===== src/sv/p2vb_pkg.sv =====
// Shared constants, types and helpers for the pixel-to-voxel binning block.
package p2vb_pkg;

   // Frame and field sizes
   localparam int MAX_BEAMS       = 1024;
   localparam int MAX_SAMPLES     = 1024;
   localparam int MAX_VOL_DIM_DEF = 512;
   localparam int NUM_COEF        = 12;
   localparam int NUM_ROWS        = 3;
   localparam int NUM_AXES        = 3;
   localparam int COEF_IDX_W      = 4;
   localparam int COEF_W          = 32;
   localparam int SPACE_W         = 32;
   localparam int PIX_IDX_W       = 10;
   localparam int VALUE_W         = 8;
   localparam int IDX_W           = 27;
   localparam int DIM_REG_W       = 10;
   localparam int Q_FRAC          = 16;
   localparam int HALF_Q16        = 32768;

   // Datapath widths
   localparam int POINT_W = PIX_IDX_W + SPACE_W;     // beam * spacing, unsigned Q26.16
   localparam int HI_W    = POINT_W - Q_FRAC;        // integer part of the point
   localparam int HP_W    = COEF_W + HI_W + 1;       // coef * point high part
   localparam int LP_W    = COEF_W + Q_FRAC + 1;     // coef * point low part
   localparam int TERM_W  = HP_W + 1;                // one pose product
   localparam int SUM_W   = TERM_W + 2;              // row sum with translation
   localparam int COORD_W = 47;                      // saturated Q30.16
   localparam int CHI_W   = COORD_W - Q_FRAC;        // coordinate integer part
   localparam int RHP_W   = CHI_W + SPACE_W + 1;     // integer part * reciprocal
   localparam int RLP_W   = Q_FRAC + SPACE_W;        // fraction part * reciprocal
   localparam int W_W     = RHP_W + 1;               // scaled coordinate

   // Item opcodes
   localparam logic OP_LOAD  = 1'b0;
   localparam logic OP_PIXEL = 1'b1;

   // Register indexes
   localparam int CSR_IDX_W  = 3;
   localparam int CSR_DATA_W = 32;
   localparam logic [CSR_IDX_W-1:0] CSR_IN_SPACING_X = 3'd0;
   localparam logic [CSR_IDX_W-1:0] CSR_IN_SPACING_Y = 3'd1;
   localparam logic [CSR_IDX_W-1:0] CSR_OUT_RECIP_X  = 3'd2;
   localparam logic [CSR_IDX_W-1:0] CSR_OUT_RECIP_Y  = 3'd3;
   localparam logic [CSR_IDX_W-1:0] CSR_OUT_RECIP_Z  = 3'd4;
   localparam logic [CSR_IDX_W-1:0] CSR_VOL_DIM_X    = 3'd5;
   localparam logic [CSR_IDX_W-1:0] CSR_VOL_DIM_Y    = 3'd6;
   localparam logic [CSR_IDX_W-1:0] CSR_VOL_DIM_Z    = 3'd7;

   localparam logic [SPACE_W-1:0]   SPACING_ONE = 32'h0001_0000;
   localparam logic [DIM_REG_W-1:0] DIM_RESET   = 10'd256;

   typedef struct packed {
      logic [SPACE_W-1:0]   in_spacing_x;
      logic [SPACE_W-1:0]   in_spacing_y;
      logic [SPACE_W-1:0]   out_recip_x;
      logic [SPACE_W-1:0]   out_recip_y;
      logic [SPACE_W-1:0]   out_recip_z;
      logic [DIM_REG_W-1:0] vol_dim_x;
      logic [DIM_REG_W-1:0] vol_dim_y;
      logic [DIM_REG_W-1:0] vol_dim_z;
   } p2vb_cfg_type;

   localparam p2vb_cfg_type CFG_RESET = '{
      in_spacing_x: SPACING_ONE,
      in_spacing_y: SPACING_ONE,
      out_recip_x:  SPACING_ONE,
      out_recip_y:  SPACING_ONE,
      out_recip_z:  SPACING_ONE,
      vol_dim_x:    DIM_RESET,
      vol_dim_y:    DIM_RESET,
      vol_dim_z:    DIM_RESET
   };

   // Volume-space point handed from the transform to the quantizer
   typedef struct packed {
      logic signed [COORD_W-1:0] cx;
      logic signed [COORD_W-1:0] cy;
      logic signed [COORD_W-1:0] cz;
      logic [VALUE_W-1:0]        value;
   } p2vb_point_type;

   // Pixel index times spacing, exact
   function automatic logic [POINT_W-1:0] scale_point(input logic [PIX_IDX_W-1:0] idx,
                                                      input logic [SPACE_W-1:0] sp);
      return POINT_W'(idx) * POINT_W'(sp);
   endfunction

   // Clip a row sum to the signed Q30.16 range
   function automatic logic signed [COORD_W-1:0] sat_coord(input logic signed [SUM_W-1:0] s);
      logic [SUM_W-COORD_W:0] top;
      logic signed [COORD_W-1:0] r;
      top = s[SUM_W-1:COORD_W-1];
      if (&top || !(|top)) begin
         r = s[COORD_W-1:0];
      end else if (s[SUM_W-1]) begin
         r = {1'b1, {(COORD_W-1){1'b0}}};
      end else begin
         r = {1'b0, {(COORD_W-1){1'b1}}};
      end
      return r;
   endfunction

endpackage


===== src/sv/p2vb_if.sv =====


interface p2vb_rsp_if;
   logic        valid;
   logic        ready;
   logic [26:0] voxel_index;
   logic [7:0]  voxel_value;

   modport source (output valid, voxel_index, voxel_value, input ready);
   modport sink (input valid, voxel_index, voxel_value, output ready);
endinterface


===== src/sv/p2vb_index.sv =====
// Two-stage linear voxel address build; the last stage is the result register.
module p2vb_index
   import p2vb_pkg::*;
#(
   parameter int MAX_VOL_DIM = MAX_VOL_DIM_DEF
)
(
   input  logic                             clock,
   input  logic                             reset,
   input  logic [$clog2(MAX_VOL_DIM+1)-1:0] dim_x,
   input  logic [$clog2(MAX_VOL_DIM+1)-1:0] dim_y,
   input  logic                             in_valid,
   output logic                             in_ready,
   input  logic [$clog2(MAX_VOL_DIM)-1:0]   vox_x,
   input  logic [$clog2(MAX_VOL_DIM)-1:0]   vox_y,
   input  logic [$clog2(MAX_VOL_DIM)-1:0]   vox_z,
   input  logic [VALUE_W-1:0]               vox_value,
   p2vb_rsp_if.source                       rsp_chan
);

   localparam int CW     = $clog2(MAX_VOL_DIM);
   localparam int DW     = $clog2(MAX_VOL_DIM + 1);
   localparam int PROD_W = (CW + 2 * DW > IDX_W) ? CW + 2 * DW : IDX_W;

   logic en7, en8;

   // Slice size, follows the dimension registers
   logic [2*DW-1:0]   dxy_ff, dxy_in;

   // Stage 7: row and slice offsets
   logic              v7_ff;
   logic [CW-1:0]     vx7_ff;
   logic [PROD_W-1:0] py7_ff, py7_in, pz7_ff, pz7_in;
   logic [VALUE_W-1:0] val7_ff;

   // Stage 8: result beat
   logic              v8_ff;
   logic [IDX_W-1:0]  idx8_ff, idx8_in;
   logic [VALUE_W-1:0] val8_ff;

   assign en8      = !v8_ff || rsp_chan.ready;
   assign en7      = !v7_ff || en8;
   assign in_ready = en7;

   assign dxy_in  = (2*DW)'(dim_x) * (2*DW)'(dim_y);
   assign py7_in  = PROD_W'(vox_y) * PROD_W'(dim_x);
   assign pz7_in  = PROD_W'(vox_z) * PROD_W'(dxy_ff);
   assign idx8_in = IDX_W'(PROD_W'(vx7_ff) + py7_ff + pz7_ff);

   always_ff @(posedge clock) begin
      dxy_ff <= dxy_in;
   end

   // Valid bits
   always_ff @(posedge clock) begin
      if (reset) begin
         v7_ff <= 1'b0;
         v8_ff <= 1'b0;
      end else begin
         if (en7) v7_ff <= in_valid;
         if (en8) v8_ff <= v7_ff;
      end
   end

   // Payload
   always_ff @(posedge clock) begin
      if (en7) begin
         vx7_ff  <= vox_x;
         py7_ff  <= py7_in;
         pz7_ff  <= pz7_in;
         val7_ff <= vox_value;
      end
      if (en8) begin
         idx8_ff <= idx8_in;
         val8_ff <= val7_ff;
      end
   end

   assign rsp_chan.valid       = v8_ff;
   assign rsp_chan.voxel_index = idx8_ff;
   assign rsp_chan.voxel_value = val8_ff;

endmodule


===== src/flat_wrapper.sv =====
// flat-port wrapper written by rule: the top's interface ports become plain ports
module p2vb_index_flat import p2vb_pkg::*;
#(
   parameter int MAX_VOL_DIM = MAX_VOL_DIM_DEF
)
  (clock, reset, dim_x, dim_y, in_valid, in_ready, vox_x, vox_y, vox_z, vox_value, rsp_chan_valid, rsp_chan_voxel_index, rsp_chan_voxel_value, rsp_chan_ready);
  p2vb_rsp_if rsp_chan_i ();
  input  logic clock;
  input  logic reset;
  input  logic [$clog2(MAX_VOL_DIM+1)-1:0] dim_x;
  input  logic [$clog2(MAX_VOL_DIM+1)-1:0] dim_y;
  input  logic in_valid;
  output logic in_ready;
  input  logic [$clog2(MAX_VOL_DIM)-1:0] vox_x;
  input  logic [$clog2(MAX_VOL_DIM)-1:0] vox_y;
  input  logic [$clog2(MAX_VOL_DIM)-1:0] vox_z;
  input  logic [VALUE_W-1:0] vox_value;
  output wire logic [$bits(rsp_chan_i.valid)-1:0] rsp_chan_valid;
  output wire logic [$bits(rsp_chan_i.voxel_index)-1:0] rsp_chan_voxel_index;
  output wire logic [$bits(rsp_chan_i.voxel_value)-1:0] rsp_chan_voxel_value;
  input wire logic [$bits(rsp_chan_i.ready)-1:0] rsp_chan_ready;
  assign rsp_chan_valid = rsp_chan_i.valid;
  assign rsp_chan_voxel_index = rsp_chan_i.voxel_index;
  assign rsp_chan_voxel_value = rsp_chan_i.voxel_value;
  assign rsp_chan_i.ready = rsp_chan_ready;
  p2vb_index #(.MAX_VOL_DIM(MAX_VOL_DIM)) u_core (.clock(clock), .reset(reset), .dim_x(dim_x), .dim_y(dim_y), .in_valid(in_valid), .in_ready(in_ready), .vox_x(vox_x), .vox_y(vox_y), .vox_z(vox_z), .vox_value(vox_value), .rsp_chan(rsp_chan_i));
endmodule

===== config.mk =====
export PLATFORM = sky130hd
export DESIGN_NAME = p2vb_index_flat
export DESIGN_NICKNAME = d
export VERILOG_FILES = /design/src/sv/p2vb_pkg.sv /design/src/sv/p2vb_if.sv /design/src/sv/p2vb_index.sv /design/src/flat_wrapper.sv
export SDC_FILE = /design/constraint.sdc
export NUM_CORES = 1
export LEC_CHECK = 0
export BUFFER_PORTS_ARGS = -buffer_cell sky130_fd_sc_hd__buf_2
export CORE_MARGIN = 4
export CORE_UTILIZATION = 35
export CTS_CLUSTER_DIAMETER = 50
export DETAILED_ROUTE_END_ITERATION = 16
export HOLD_SLACK_MARGIN = 0.02
export PLACE_DENSITY = 0.5
export SLEW_MARGIN = 10
export SYNTH_ARGS = -nofsm -noshare
export SYNTH_HDL_FRONTEND = slang
export SYNTH_SLANG_ARGS = --single-unit

===== constraint.sdc =====
create_clock -name clock -period 11.77 [get_ports clock]
set_clock_uncertainty 0.2 [all_clocks]
set_input_delay 3.531 -clock clock [delete_from_list [all_inputs] [get_ports clock]]
set_output_delay 3.531 -clock clock [all_outputs]
set_load 0.01 [all_outputs]

==> metrics.txt <==
Worst Path Buf+Inv 2; CTS root buffer clkbuf_16; Crit Reg-Reg Startpoint u_core.dxy_ff[16]; Top delay family on crit path simple AND/OR/NAND/NOR gates; num rows between 70 and 80; unique cell type count in the Yosys netlist 60; critical path launch point type input port; cells on worst reg2reg path 15; Die X 223 microns; Die H 223 microns; Most Frequent Cell on Critical Path buf_2; CTS sink count 120; Worst Setup SP rsp_chan_ready; vias 10.8k; setup bufs post-CTS 0; worst-skew pair later-pin latency 410 ps; Hold Vio Cnt, Final 0; Synth top cells by count 325 x inv_1, 255 x fa_1, 211 x and2_1, 193 x nand2_1, 165 x ha_1; Crit Path Class input port to primary output; status completed; CORE AREA between 40,000 and 50,000 sq um; CP cell instances buf_2 -> nor2b_1 -> nand2_4 -> buf_2; Tcrit/Tclk final 72.5%; critical path's slowest cell nand2_4; achievable frequency 117 MHz; synthesis-to-layout area growth 9.99%; Worst path depth 4; First DRT Iteration DRCs 388; clock buffer depth 2; vias in the first global route 11.7k; first-pass GRT wire length 58.6 mm; CTS buffer count 17; Port Buffers 95; ANT cells 0; CTS tree yes; Synth Net Count 2,132; Post-Syn Area 16,300 sq um; Gate Count Post-Synth 1,653; drt wl/cell around 15 microns; actual slew at the worst max-slew pin around 870 ps; Mapped Avg Cell Area 9.83 sq um; drt first pass iters 5; residual DRC count 0; H-Tree Depth 4; initial core utilization 35.6%; fin util 39.1%; post-synthesis sequential area ratio 20.8%; post-DP HPWL ~29 mm; YS warnings 0; Post-synth top flop edfxtp_1; cell with the most instances after synthesis inv_1; Worst Hold Launch u_core.val7_ff[5]; Post-CTS Resized 0; GP Congestion 0.794; GRT Overall Usage roughly 14%; WP data required 8040 ps; Setup TNS Final 0 ps; setup repair after global routing missed its margin false; largest net degree at the start of global routing 65; total global routing overflow 0; layout cells sized above 1 under 10%; die area 49,900 sq um; initial antenna violation count 3; min Tclk post-route 8530 ps; antenna viol nets, final 0; crit path DAT 4800 ps; clock slew seen by the registers of the worst setup and hold paths 50 ps; Synth async-reset ratio 0%; max_cap viols 0; Synth Register Bits between 100 and 150; Final #Nets 2,201; Final Max Slew Viols 0; element type at the critical path end primary output; CP peak stage delay around 520 ps; largest cells by area after synthesis fa_1 31%, edfxtp_1 18%, ha_1 13%, and2_1 8.1%, inv_1 7.5%; Final Setup Violations 0; max-slew headroom at the worst pin 42.3%; final wirelength 34.4 mm; CP max FO 64; Hold Path Class flop to flop; Via density 4.64; top cell type by total area after synthesis fa_1; Hold Crit Depth 0; Hold Buf Count CTS 0; Yosys top cell area share 31.4%; EDFF count, synth 98; I/O pin cnt 96
layout make-up:
| class | instances | area, sq um |
|---|---|---|
| fill | 4593 | 27800 |
| multi-input combinational | 1162 | 11500 |
| sequential | 120 | 3380 |
| inverter | 325 | 1220 |
| tap | 600 | 751 |
| timing repair buffer | 96 | 483 |
| clock buffer | 24 | 482 |
| clock inverter | 8 | 73.8 |
through the flow:
step / hold slack (ps) / std cells / setup WS (ps) / area, sq um
final: 217 / 2335 / 3240 / 17900
after floorplan: 200 / 1653 / 3040 / 16300
after CTS: 220 / 2335 / 3160 / 17900
after global placement: 203 / 2303 / 2960 / 17300
after global routing: 229 / 2335 / 3050 / 17900
after detailed placement: 206 / 2303 / 2900 / 17300
metal layers:
| metal | wire (microns) | global-route usage [%] |
|---|---|---|
| met2 | 16500 | 24.3 |
| met4 | 510 | 3.32 |
| met5 | 41 | 0 |
| met3 | 1040 | 2.25 |
| met1 | 16300 | 19.3 |
cells in the final DEF (no fill, tap or decap), types with 22 or more instances in the layout:
cell / count
inv_1: 325
fa_1: 255
and2_1: 211
nand2_1: 192
ha_1: 165
edfxtp_1: 98
buf_2: 95
a21oi_1: 52
xnor2_1: 52
nor2_1: 37
o21ai_0: 28
a21o_1: 27
dfxtp_1: 22
sequential cells by signal, summed over array words and instances, names as in the netlist:
register and cells:
u_core.dxy_ff 20, u_core.rsp_chan.voxel_index 27, u_core.rsp_chan.voxel_value 8, u_core.vx7_ff 9, u_core.val7_ff 8, u_core.pz7_ff 27
u_core.py7_ff 19, u_core.v7_ff 1, u_core.rsp_chan.valid 1
path summary, 6_finish.rpt:
kind	end	slack (ps)
max	in_ready	3240
min	u_core.rsp_chan.voxel_value[5]	220
max reg2reg	u_core.pz7_ff[23]	6500
min reg2reg	u_core.rsp_chan.voxel_value[5]	220
cell families (layout without fill, tap and decap cells):
kind of cell	Yosys count	after routing	share of synthesized area, %
adders and majority gates	420	420	44.1
and+or+nand+nor	496	496	15.6
AOI/OAI and AO/OA	176	176	7.14
xor gates and xnor gates	69	69	3.72
buffers and inverters	371	453	8.57
muxes	1	1	0.0616
DFF	120	120	20.8
worst register-to-register path: stages (launching register included):
cell	delay, ps
dfxtp_1	540
nand2_1	140
fa_1	560
inv_1	60
fa_1	500
fa_1	560
inv_1	50
fa_1	470
inv_1	40
ha_1	310
nand4_1	200
or2_2	350
o31ai_2	430
a311o_1	350
a31oi_1	130
xnor2_1	140
Power is left out: the tool's default activity adds up to more than one toggle a clock period on the data nets, which glitch-free logic cannot reach.
